<file path="config.mk">
export PLATFORM = sky130hd
export DESIGN_NAME = positional_list_store_top
export DESIGN_NICKNAME = d
export VERILOG_FILES = /design/src/sv/pls_pkg.sv /design/src/sv/pls_cell.sv /design/src/sv/pls_ctrl.sv /design/src/sv/positional_list_store_top.sv
export SDC_FILE = /design/constraint.sdc
export NUM_CORES = 1
export LEC_CHECK = 0
export ABC_CLOCK_PERIOD_IN_PS = 15400
export BUFFER_PORTS_ARGS = -buffer_cell sky130_fd_sc_hd__buf_2
export CAP_MARGIN = 40
export CORE_MARGIN = 5
export CORE_UTILIZATION = 25
export CTS_BUF_LIST = sky130_fd_sc_hd__clkbuf_8 sky130_fd_sc_hd__clkbuf_16
export DETAILED_ROUTE_END_ITERATION = 8
export PLACE_DENSITY = 0.39
export SYNTH_ARGS = -nofsm -noshare
export SYNTH_HDL_FRONTEND = slang
export SYNTH_SLANG_ARGS = --single-unit
</file>
<file path="constraint.sdc">
create_clock -name clock -period 15.4 [get_ports clock]
set_input_delay 0.77 -clock clock [delete_from_list [all_inputs] [get_ports clock]]
set_output_delay 0.77 -clock clock [all_outputs]
set_load 0.1 [all_outputs]
</file>
<file path="src/sv/pls_pkg.sv">
`timescale 1ns / 1ps
// Package for the positional list store: sizes, operation codes and the
// request, response and internal control types. No dependencies.
package pls_pkg;

   localparam int DEPTH      = 16;
   localparam int DATA_WIDTH = 32;
   localparam int POS_W      = 5;
   localparam int IDX_W      = $clog2(DEPTH);
   localparam int CNT_W      = $clog2(DEPTH + 1);
   localparam int CMP_W      = (POS_W > CNT_W) ? POS_W : CNT_W;

   typedef enum logic [1:0] {
      MODE_INSERT = 2'd0,
      MODE_REMOVE = 2'd1,
      MODE_READ   = 2'd2,
      MODE_CLEAR  = 2'd3
   } mode_type;

   typedef struct packed {
      mode_type               mode;
      logic                   from_tail;
      logic [POS_W-1:0]       position;
      logic [DATA_WIDTH-1:0]  data_in;
   } req_type;

   typedef struct packed {
      logic                   ok;
      logic [DATA_WIDTH-1:0]  data_out;
      logic [CNT_W-1:0]       count;
      logic                   is_empty;
   } rsp_type;

   // Command broadcast to every cell of the row.
   typedef struct packed {
      logic                   ins;
      logic                   rem;
      logic [IDX_W-1:0]       idx;
      logic [DATA_WIDTH-1:0]  data;
   } cmd_type;

   // Outcome of one request, as seen by the response path.
   typedef struct packed {
      logic                   ok;
      logic                   take_data;
      logic [CNT_W-1:0]       next_count;
   } stat_type;

endpackage

</file>
<file path="src/sv/pls_cell.sv">
`timescale 1ns / 1ps
// One storage cell of the list row. It shifts toward either neighbor or
// takes new data as the broadcast command says. Depends on pls_pkg.
module pls_cell (
   input  logic                               clock,
   input  logic                               fire,
   input  pls_pkg::cmd_type                   cmd,
   input  logic [pls_pkg::IDX_W-1:0]          cell_index,
   input  logic [pls_pkg::DATA_WIDTH-1:0]     lower_data,
   input  logic [pls_pkg::DATA_WIDTH-1:0]     upper_data,
   output logic [pls_pkg::DATA_WIDTH-1:0]     cell_data,
   output logic [pls_pkg::DATA_WIDTH-1:0]     tap_data
);

   logic [pls_pkg::DATA_WIDTH-1:0] data_ff;
   logic [pls_pkg::DATA_WIDTH-1:0] data_in;

   always_comb begin
      data_in = data_ff;
      if (cmd.ins) begin
         if (cell_index == cmd.idx) begin
            data_in = cmd.data;
         end else if (cell_index > cmd.idx) begin
            data_in = lower_data;
         end
      end else if (cmd.rem && (cell_index >= cmd.idx)) begin
         data_in = upper_data;
      end
   end

   always_ff @(posedge clock) begin
      if (fire) begin
         data_ff <= data_in;
      end
   end

   assign cell_data = data_ff;
   // Only the addressed cell drives the read bus; the rest give zero.
   assign tap_data  = (cell_index == cmd.idx) ? data_ff : '0;

endmodule

</file>
<file path="src/sv/pls_ctrl.sv">
`timescale 1ns / 1ps
// Request decoder and element counter for the positional list store.
// Checks the request against the count and drives the cell row. Depends on pls_pkg.
module pls_ctrl (
   input  logic                clock,
   input  logic                reset,
   input  logic                fire,
   input  pls_pkg::req_type    req,
   output pls_pkg::cmd_type    cmd,
   output pls_pkg::stat_type   stat
);

   logic [pls_pkg::CNT_W-1:0] count_ff;
   logic [pls_pkg::CNT_W-1:0] count_in;
   logic [pls_pkg::CMP_W-1:0] cnt_c;
   logic [pls_pkg::CMP_W-1:0] pos_c;
   logic                      ok;

   always_comb begin
      cnt_c    = pls_pkg::CMP_W'(count_ff);
      pos_c    = pls_pkg::CMP_W'(req.position);
      ok       = 1'b0;
      count_in = count_ff;
      cmd      = '0;
      cmd.data = req.data_in;
      stat     = '0;
      unique case (req.mode)
         pls_pkg::MODE_INSERT: begin
            if (req.from_tail) begin
               pos_c = cnt_c;
            end
            ok = (count_ff < pls_pkg::CNT_W'(pls_pkg::DEPTH)) && (pos_c <= cnt_c);
            if (ok) begin
               count_in = count_ff + 1'b1;
            end
         end
         pls_pkg::MODE_REMOVE, pls_pkg::MODE_READ: begin
            if (req.from_tail) begin
               pos_c = cnt_c - 1'b1;
            end
            ok = (count_ff != '0) && (pos_c < cnt_c);
            if (ok && (req.mode == pls_pkg::MODE_REMOVE)) begin
               count_in = count_ff - 1'b1;
            end
            stat.take_data = ok;
         end
         pls_pkg::MODE_CLEAR: begin
            ok       = 1'b1;
            count_in = '0;
         end
         default: begin
            ok = 1'b0;
         end
      endcase
      cmd.idx         = pos_c[pls_pkg::IDX_W-1:0];
      cmd.ins         = fire && ok && (req.mode == pls_pkg::MODE_INSERT);
      cmd.rem         = fire && ok && (req.mode == pls_pkg::MODE_REMOVE);
      stat.ok         = ok;
      stat.next_count = count_in;
   end

   always_ff @(posedge clock) begin
      if (reset) begin
         count_ff <= '0;
      end else if (fire) begin
         count_ff <= count_in;
      end
   end

endmodule

</file>
<file path="src/sv/positional_list_store_top.sv">
`timescale 1ns / 1ps
// Top level of the positional list store: request and response channels,
// the cell row and the response register. Depends on pls_pkg, pls_ctrl, pls_cell.
//
// Usage:
//   A request carries a mode (insert, remove, read, clear all), a from_tail
//   flag, a position counted from the head and the element to insert. Each
//   request yields exactly one response with a success flag, the element
//   removed or read (zero otherwise), the count after the operation and an
//   empty flag. Failed requests change nothing.
//   The response is valid in the cycle after the request is accepted. One
//   request is taken per cycle unless a stalled response holds it off, since
//   the cells from the position upward shift toward their neighbors in parallel
//   in the accepting cycle; the read path is a one-hot selection across the row.
//   While a response waits for rsp_ready, req_ready stays high only if the
//   response register is being emptied in the same cycle, so a stalled
//   receiver holds the list and the pending response unchanged.
//   Reset empties the list (count zero) and drops any pending response; the
//   cell contents are not cleared and are only read after being written.
module positional_list_store_top (
   input  logic               clock,
   input  logic               reset,
   input  logic               req_valid,
   output logic               req_ready,
   input  pls_pkg::req_type   req_payload,
   output logic               rsp_valid,
   input  logic               rsp_ready,
   output pls_pkg::rsp_type   rsp_payload
);

   logic                                    fire;
   pls_pkg::cmd_type                        cmd;
   pls_pkg::stat_type                       stat;
   logic [pls_pkg::DATA_WIDTH-1:0]          cell_data [pls_pkg::DEPTH];
   logic [pls_pkg::DATA_WIDTH-1:0]          tap_data  [pls_pkg::DEPTH];
   logic [pls_pkg::DATA_WIDTH-1:0]          read_data;
   logic                                    rsp_valid_ff;
   pls_pkg::rsp_type                        rsp_ff;
   pls_pkg::rsp_type                        rsp_in;

   // No request is taken while reset is held.
   assign req_ready = !reset && (!rsp_valid_ff || rsp_ready);
   assign fire      = req_valid && req_ready;

   pls_ctrl u_ctrl (
      .clock (clock),
      .reset (reset),
      .fire  (fire),
      .req   (req_payload),
      .cmd   (cmd),
      .stat  (stat)
   );

   for (genvar i = 0; i < pls_pkg::DEPTH; i++) begin : g_cell
      logic [pls_pkg::DATA_WIDTH-1:0] lower_data;
      logic [pls_pkg::DATA_WIDTH-1:0] upper_data;

      if (i == 0) begin : g_first
         assign lower_data = '0;
      end else begin : g_mid_lo
         assign lower_data = cell_data[i-1];
      end
      if (i == pls_pkg::DEPTH - 1) begin : g_last
         assign upper_data = '0;
      end else begin : g_mid_hi
         assign upper_data = cell_data[i+1];
      end

      pls_cell u_cell (
         .clock      (clock),
         .fire       (fire),
         .cmd        (cmd),
         .cell_index (pls_pkg::IDX_W'(i)),
         .lower_data (lower_data),
         .upper_data (upper_data),
         .cell_data  (cell_data[i]),
         .tap_data   (tap_data[i])
      );
   end

   always_comb begin
      read_data = '0;
      for (int i = 0; i < pls_pkg::DEPTH; i++) begin
         read_data = read_data | tap_data[i];
      end
   end

   always_comb begin
      rsp_in.ok       = stat.ok;
      rsp_in.data_out = stat.take_data ? read_data : '0;
      rsp_in.count    = stat.next_count;
      rsp_in.is_empty = (stat.next_count == '0);
   end

   always_ff @(posedge clock) begin
      if (reset) begin
         rsp_valid_ff <= 1'b0;
      end else if (fire) begin
         rsp_valid_ff <= 1'b1;
      end else if (rsp_ready) begin
         rsp_valid_ff <= 1'b0;
      end
   end

   always_ff @(posedge clock) begin
      if (fire) begin
         rsp_ff <= rsp_in;
      end
   end

   assign rsp_valid   = rsp_valid_ff;
   assign rsp_payload = rsp_ff;

endmodule

</file>
==> summary.md, run 1 <==
| Metric | Value |
|---|---|
| WHS Endpoint | rsp_valid |
| Hold path startpoint | req_valid |
| Remaining routing DRC violations | 0 |
| Syn Inst Count | 3033 |
| Most common cell after layout, fill and taps aside | nand2_1 |
| CP Class | flip-flop to flip-flop |
| Synthesized flop and latch total | 557 |
| Highest Clock Rate | 164 MHz |
| Ys flop type | edfxtp_1 |
| Clock root buffer | clkbuf_16 |
| Share of cells above drive strength 1 | 12.3% |
| Leading area contributor after synthesis | edfxtp_1 |
| Row cnt | 131 |
| HP Class | primary input to flip-flop |
| Count of input and output buffers | 84 |
| CTS Buf Count | 72 |
| Average size of a mapped cell | 10.6 µm² |
| RD Place Congestion | 0.775 |
| Grt met2 use | 30.8% |
| Syn nets | 3092 |
| Slew Limit Fails | 0 |
| Register area share after synthesis | 51.6% |
| Final WS setup | 9.31 ns |
| Outcome | complete, no violations |
| TritonCTS clock tree | built |
| Reg-to-reg startpoint | u_ctrl.cnt_c[0] |
| Pin count of the biggest net entering global routing | 96 |
| Worst vdd ir | 0.0797 mV |
| Hold_ws | 0.362 ns |
| Inst Count DP | 4689 |
| EDFF count, synth | 551 |
| First-pass GRT wire length | 194000 µm |
| MaxCap Viol Count | 0 |
| WL final | 138000 µm |
| Share of flip-flops with an asynchronous set or reset | 0% |
| Clk_lat worst skew | 0.65 ns |
| Relative slew margins | 39.5% |
| Leading post-synthesis cells by cell area | edfxtp_1 (51%), mux2i_1 (15%), nand2_1 (7.6%), o21ai_0 (4.9%), o21ai_1 (3.0%) |
| Flop-to-flop setup slack | 9.31 ns |
| Met3 usage | 3.13% |
| Initial core utilization | 25.2% |
| Clk buf depth | 3 |
| GRT overflow | 0 |
| LEAKAGE | 13.1 nW |
| Die H | 369 µm |
| CTS Hold Bufs | 0 |
| Critical R2R Capture | g_cell[11].u_cell.cell_data[25] |
| Iter 0 DRT Violations | 2570 |
| Clock transition at path regs | 0.06 ns |
| Post-route ant nets | 0 |
| Total core area | 128000 µm² |
| GRT Overall Usage | 19.6% |
| Final Critical Period | 6.09 ns |
| DP Worst Slack | 8.92 ns |
| Dpl hpwl | 80300 µm |
| Synth warn | 0 |
| Hold path depth | 3 |
| Die width | 369 µm |
| Via count | 25484 |
| Area grow syn2layout | 14.4% |
| IO Count | 85 |
| Number of global-route vias before repair | 24723 |
| Die area | 136000 µm² |
| Setup TNS Final | 0 ns |
| Filler cells | 13331 |
| Kind of start point of the critical path | flip-flop |
| PostCTS Resize Cnt | 0 |
| Global-route met1 utilization | 28.1% |
| WL/cell | 28.6 µm |
| R2r worst-path depth | 16 |
| Initial antenna violation count | 11 |
| Final Cycle Share | 39.5% |
| Crit path max fanout | 95 |
| Final setup viols | 0 |
| H-Tree Depth | 3 |
| Clock sinks | 557 |
| PwrDens | 106 nW/µm² |
| Worst slew pin tran | 0.908 ns |
| Yosys top cell area share | 51.3% |
| Post-CTS Setup Inserts | 0 |
| Finished Layout Cells | 4824 |
| NumNets Final | 3093 |
| Final setup skew | 0.0231 ns |
| Vias/cell | 5.28 |
| Detailed Routing Iterations Pass 1 | 6 |
| Grt peak-use layer | met2 |
| Worst endpoint required time | 15.77 ns |
| Worst EP arrival | 6.46 ns |
| Crit end category | flip-flop |
| Final Hold Fails | 0 |
| RSZ-0062 raised after global routing | no |
| Post-synth cell types | 89 |
| Commonest cells after routing, fill and taps aside | nand2_1 (650), edfxtp_1 (551), mux2i_1 (468) |
| Cell Area, Synth | 32300 µm² |
Yosys cell counts, types with 29 or more instances:
cell and count:
a22oi_1 69, a21oi_1 83, clkbuf_1 102, edfxtp_1 551
a22o_1 38, o21ai_0 316, nand2_1 652, nand3_1 29
o21ai_1 192, buf_6 36, buf_2 93, mux2i_1 468
cell type report:
cell class                 instances  area [µm²]  area share (%)
clock buffer                      77        1930            5.22
inverter                          16        61.3           0.166
tap                             1729        2160            5.86
timing repair buffer             194        1580            4.28
multi-input combinational       2193       14300            38.7
sequential                       557       16700            45.1
clock inverter                    55         255           0.691
antenna                            3        7.51          0.0203
state kept, by name (all words and copies together), names as in the netlist:
name and cells:
g_cell.u_cell.cell_data 512, rsp_payload 39, rsp_valid 1, u_ctrl.cnt_c 5
worst max path at each step:
stage	depth (start not counted)	from	endpoint
after floorplan	7	rsp_valid	g_cell[2].u_cell.cell_data[0]
after global placement	13	req_payload[37]	g_cell[11].u_cell.cell_data[25]
after detailed placement	14	req_payload[37]	g_cell[14].u_cell.cell_data[27]
after CTS	16	u_ctrl.cnt_c[0]	g_cell[11].u_cell.cell_data[25]
after global routing	16	u_ctrl.cnt_c[0]	g_cell[11].u_cell.cell_data[25]
final	16	u_ctrl.cnt_c[0]	g_cell[11].u_cell.cell_data[25]
routing by layer:
| metal | vias to the layer above | routed length, µm |
|---|---|---|
| met1 | 13085 | 65000 |
| met3 | 144 | 7970 |
| met4 | 8 | 2880 |
| met2 | 869 | 62100 |
| li1 | 11378 | - |
| met5 | - | 53 |
stage by stage:
step,power [mW],utilization (%),area [µm²]
6_report,3.92,28.9,36900
5_1_grt,4.06,28.9,36900
4_1_cts,3.97,28.9,36900
3_5_place_dp,2.33,27.1,34800
3_3_place_gp,2.32,26.8,34300
2_1_floorplan,2.09,-,32300
power breakdown:
group / switching [mW] / internal, mW / total (mW)
logic: 0.436 / 0.176 / 0.612
clock network: 0.707 / 0.913 / 1.62
registers: 0.0152 / 1.68 / 1.69
critical path, cell delays in order, from the launching register on:
cell and delay [ns]:
dfxtp_1 0.66, inv_1 0.16, ha_1 0.35, xnor2_1 0.17, a21oi_1 0.08, ha_1 0.29
o21a_1 0.11, o31ai_1 0.06, a21oi_1 0.51, nor4b_4 0.13, o2111ai_4 0.21, buf_4 0.56
buf_4 0.79, buf_4 0.81, buf_4 0.30, buf_16 0.29, o21ai_0 0.16
cells by family after synthesis:
logic type	Yosys count	synth area share (%)
buf+inv	283	4.91
mux	493	15.4
simple gates	822	11.2
xor+xnor	2	0.0543
fa+ha+maj	15	0.581
compound gates	861	16.2
flops	557	51.6
No activity file was read; power rests on OpenSTA's default activity.
==> inputs of run 2 (changes only) <==
--- a/config.mk
+++ b/config.mk
@@ -5,14 +5,14 @@
 export SDC_FILE = /design/constraint.sdc
 export NUM_CORES = 1
 export LEC_CHECK = 0
-export ABC_CLOCK_PERIOD_IN_PS = 15400
+export ABC_CLOCK_PERIOD_IN_PS = 5100
 export BUFFER_PORTS_ARGS = -buffer_cell sky130_fd_sc_hd__buf_2
 export CAP_MARGIN = 40
 export CORE_MARGIN = 5
 export CORE_UTILIZATION = 25
 export CTS_BUF_LIST = sky130_fd_sc_hd__clkbuf_8 sky130_fd_sc_hd__clkbuf_16
 export DETAILED_ROUTE_END_ITERATION = 8
-export PLACE_DENSITY = 0.39
+export PLACE_DENSITY = 0.4
 export SYNTH_ARGS = -nofsm -noshare
 export SYNTH_HDL_FRONTEND = slang
 export SYNTH_SLANG_ARGS = --single-unit
==> constraint.sdc (replaced) <==
create_clock -name clock -period 5.1 [get_ports clock]
set_input_delay 0.255 -clock clock [delete_from_list [all_inputs] [get_ports clock]]
set_output_delay 0.255 -clock clock [all_outputs]
set_load 0.1 [all_outputs]
==> run 2 against run 1 <==
Against the previous run:
- global-route usage increased by 0.091 points
- cell count increased by 0.83%
- hold slack got worse by 0.23 ns
- register-to-register slack got worse by 8.8 ns
- largest power group unchanged
- largest cell class unchanged
- highest routed layer unchanged
- core utilization increased by 0.52 points
==> summary.md, run 2 (synthesis gave the netlist of run 1 again) <==
| Metric | Value |
|---|---|
| Filler cells | 13304 (-0.20%) |
| Clock sinks | 557 (unchanged) |
| First-pass GRT wire length | 195000 µm (+0.51%) |
| Post-CTS Setup Inserts | 0 (unchanged) |
| Detailed Routing Iterations Pass 1 | 6 (unchanged) |
| Total core area | 128000 µm² (unchanged) |
| Crit path max fanout | 10 (-89%) |
| Hold path startpoint | req_payload[15] |
| GRT overflow | 0 (unchanged) |
| CP Class | flip-flop to flip-flop |
| Iter 0 DRT Violations | 2607 (+1.4%) |
| Pin count of the biggest net entering global routing | 110 (+15%) |
| Worst endpoint required time | 5.42 ns (-10.35 ns) |
| Finished Core Util | 29.4% (+0.52 points) |
| Clock transition at path regs | 0.06 ns (about the same) |
| Number of global-route vias before repair | 25014 (+1.2%) |
| Most common cell after layout, fill and taps aside | nand2_1 |
| Vias/cell | 5.25 (-0.69%) |
| Row cnt | 131 (unchanged) |
| P_sw | 3.53 mW (+200%) |
| Die H | 369 µm (unchanged) |
| Via count | 25517 (+0.13%) |
| Worst vdd ir | 0.216 mV (+170%) |
| Slew Limit Fails | 0 (unchanged) |
| Initial core utilization | 25.2% (unchanged) |
| GRT Overall Usage | 19.7% (+0.091 points) |
| WL/cell | 28.5 µm (-0.41%) |
| Final setup viols | 0 (unchanged) |
| Die area | 136000 µm² (unchanged) |
| Highest Clock Rate | 217 MHz (+32%) |
| R2r worst-path depth | 13 (-3) |
| Clk_lat worst skew | 0.65 ns (about the same) |
| Clock root buffer | clkbuf_16 |
| Multi-input logic area | 14300 µm² (about the same) |
| Reg-to-reg startpoint | u_ctrl.cnt_c[1] |
| WHS Endpoint | g_cell[0].u_cell.cell_data[15] |
| PostCTS Resize Cnt | 0 (unchanged) |
| CTS Buf Count | 72 (unchanged) |
| Setup TNS Final | 0 ns (unchanged) |
| Die width | 369 µm (unchanged) |
| Relative slew margins | 41.3% (+1.9 points) |
| Total internal power | 8.59 mW (+210%) |
| NumNets Final | 3140 (+1.5%) |
| Combinational share of power | 15.9% (+0.3 points) |
| Share of cells above drive strength 1 | 13.6% (+1.4 points) |
| Net Sw Frac | 29.1% (-0.40 points) |
| Post-route ant nets | 0 (unchanged) |
| Flop-to-flop setup slack | 0.49 ns (-8.82 ns) |
| Dpl hpwl | 84900 µm (+5.7%) |
| Final Cycle Share | 90.3% (+51 points) |
| Clock network power share | 42.0% (+0.7 points) |
| Final Critical Period | 4.61 ns (-1.48 ns) |
| MaxCap Viol Count | 0 (unchanged) |
| RSZ-0062 raised after global routing | no |
| H-Tree Depth | 3 (unchanged) |
| Outcome | complete, no violations |
| Commonest cells after routing, fill and taps aside | nand2_1 (650), edfxtp_1 (551), mux2i_1 (468) |
| Pwr Total | 12.1 mW (+210%) |
| Final Hold Fails | 0 (unchanged) |
| PwrDens | 322 nW/µm² (+200%) |
| RD Place Congestion | 0.804 (+3.8%) |
| HP Class | primary input to flip-flop |
| Count of input and output buffers | 84 (unchanged) |
| Worst slew pin tran | 0.878 ns (-0.0299 ns) |
| Final setup skew | 0.0312 ns (+0.00813 ns) |
| Crit end category | flip-flop |
| LEAKAGE | 13.3 nW (+2.1%) |
| Initial antenna violation count | 9 (-2) |
| Max reg flops | 512 (unchanged) |
| Clk buf depth | 3 (unchanged) |
| Kind of start point of the critical path | flip-flop |
| Critical R2R Capture | g_cell[5].u_cell.cell_data[0] |
| Worst EP arrival | 4.93 ns (-1.53 ns) |
| Hold path depth | 3 (unchanged) |
| Remaining routing DRC violations | 0 (unchanged) |
| Sequential Power Share | 42.2% (-0.9 points) |
| IO Count | 85 (unchanged) |
| TritonCTS clock tree | built |
| Register area | 16700 µm² (unchanged) |
| WL final | 139000 µm (+0.41%) |
| Area grow syn2layout | 16.5% |
==> run 2: cell types whose count changed in the layout (fill, tap and decap cells not counted), sizes merged <==
cell and delta:
inv -11, bufinv +4, dlygate4sd3 +4, clkinv -2, clkinvlp +3, buf +43, clkbuf -1
==> run 2: final cells by class <==
cell class	count	area share [%]
antenna	3	0.0200
tap	1729	5.75
inverter	16	0.163
clock buffer	76	5.06
clock inverter	49	0.945
timing repair buffer	241	5.74
sequential	557	44.3
multi-input combinational	2193	38.0
==> run 2: power by group through the flow <==
stage,registers (mW),clock network (mW),logic (mW)
after detailed placement,5.21,0,1.90
after global routing,5.11,5.41,2.00
after floorplan,5.27,0,1.04
after CTS,5.11,5.22,1.91
final,5.11,5.08,1.92
after global placement,5.21,0,1.90
==> run 2: worst max-delay path, cell delays in order (launching register included) <==
cell,delay (ns)
dfxtp_1,0.55
inv_1,0.19
ha_1,0.33
xnor2_1,0.16
a21oi_1,0.17
ha_1,0.25
o21a_1,0.10
o31ai_1,0.06
a21oi_1,0.23
nor4b_4,0.34
o2111ai_2,0.25
nand2b_1,0.51
a21oi_4,0.78
buf_4,0.36
==> run 2: metal layers <==
| metal | global-route usage [%] | share of wire (%) | vias to the layer above |
|---|---|---|---|
| li1 | - | - | 11480 |
| met1 | 27.8 | 46 | 12999 |
| met2 | 32.3 | 46 | 864 |
| met3 | 2.35 | 5.4 | 172 |
| met4 | 4.66 | 2.2 | 2 |
| met5 | 0 | 0.0094 | - |
==> run 2: worst max-delay path by stage <==
stage / depth (start not counted) / slack, ns / end / start
4_1_cts: 13 / 0.53 / g_cell[5].u_cell.cell_data[0] / u_ctrl.cnt_c[1]
3_5_place_dp: 13 / 0.56 / g_cell[5].u_cell.cell_data[2] / u_ctrl.cnt_c[1]
3_3_place_gp: 13 / 0.58 / g_cell[5].u_cell.cell_data[2] / u_ctrl.cnt_c[1]
6_report: 13 / 0.49 / g_cell[5].u_cell.cell_data[0] / u_ctrl.cnt_c[1]
2_1_floorplan: 7 / -0.05 / g_cell[4].u_cell.cell_data[0] / rsp_valid
5_1_grt: 13 / 0.28 / g_cell[5].u_cell.cell_data[0] / u_ctrl.cnt_c[1]
==> run 2: what timing repair did <==
action,in CTS,in global routing
endpoints found under the setup margin,0,0
hold endpoints to repair,3,0
hold buffers,4,0
==> run 2: metrics by stage <==
step	instances	area, µm²	setup slack (ns)	hold WS [ns]
2_1_floorplan	3033	32300	-0.0520	0.327
3_3_place_gp	4730	35300	0.578	0.484
3_5_place_dp	4732	35300	0.563	0.493
4_1_cts	4861	37600	0.527	0.0850
5_1_grt	4862	37600	0.282	0.129
6_report	4864	37600	0.493	0.133
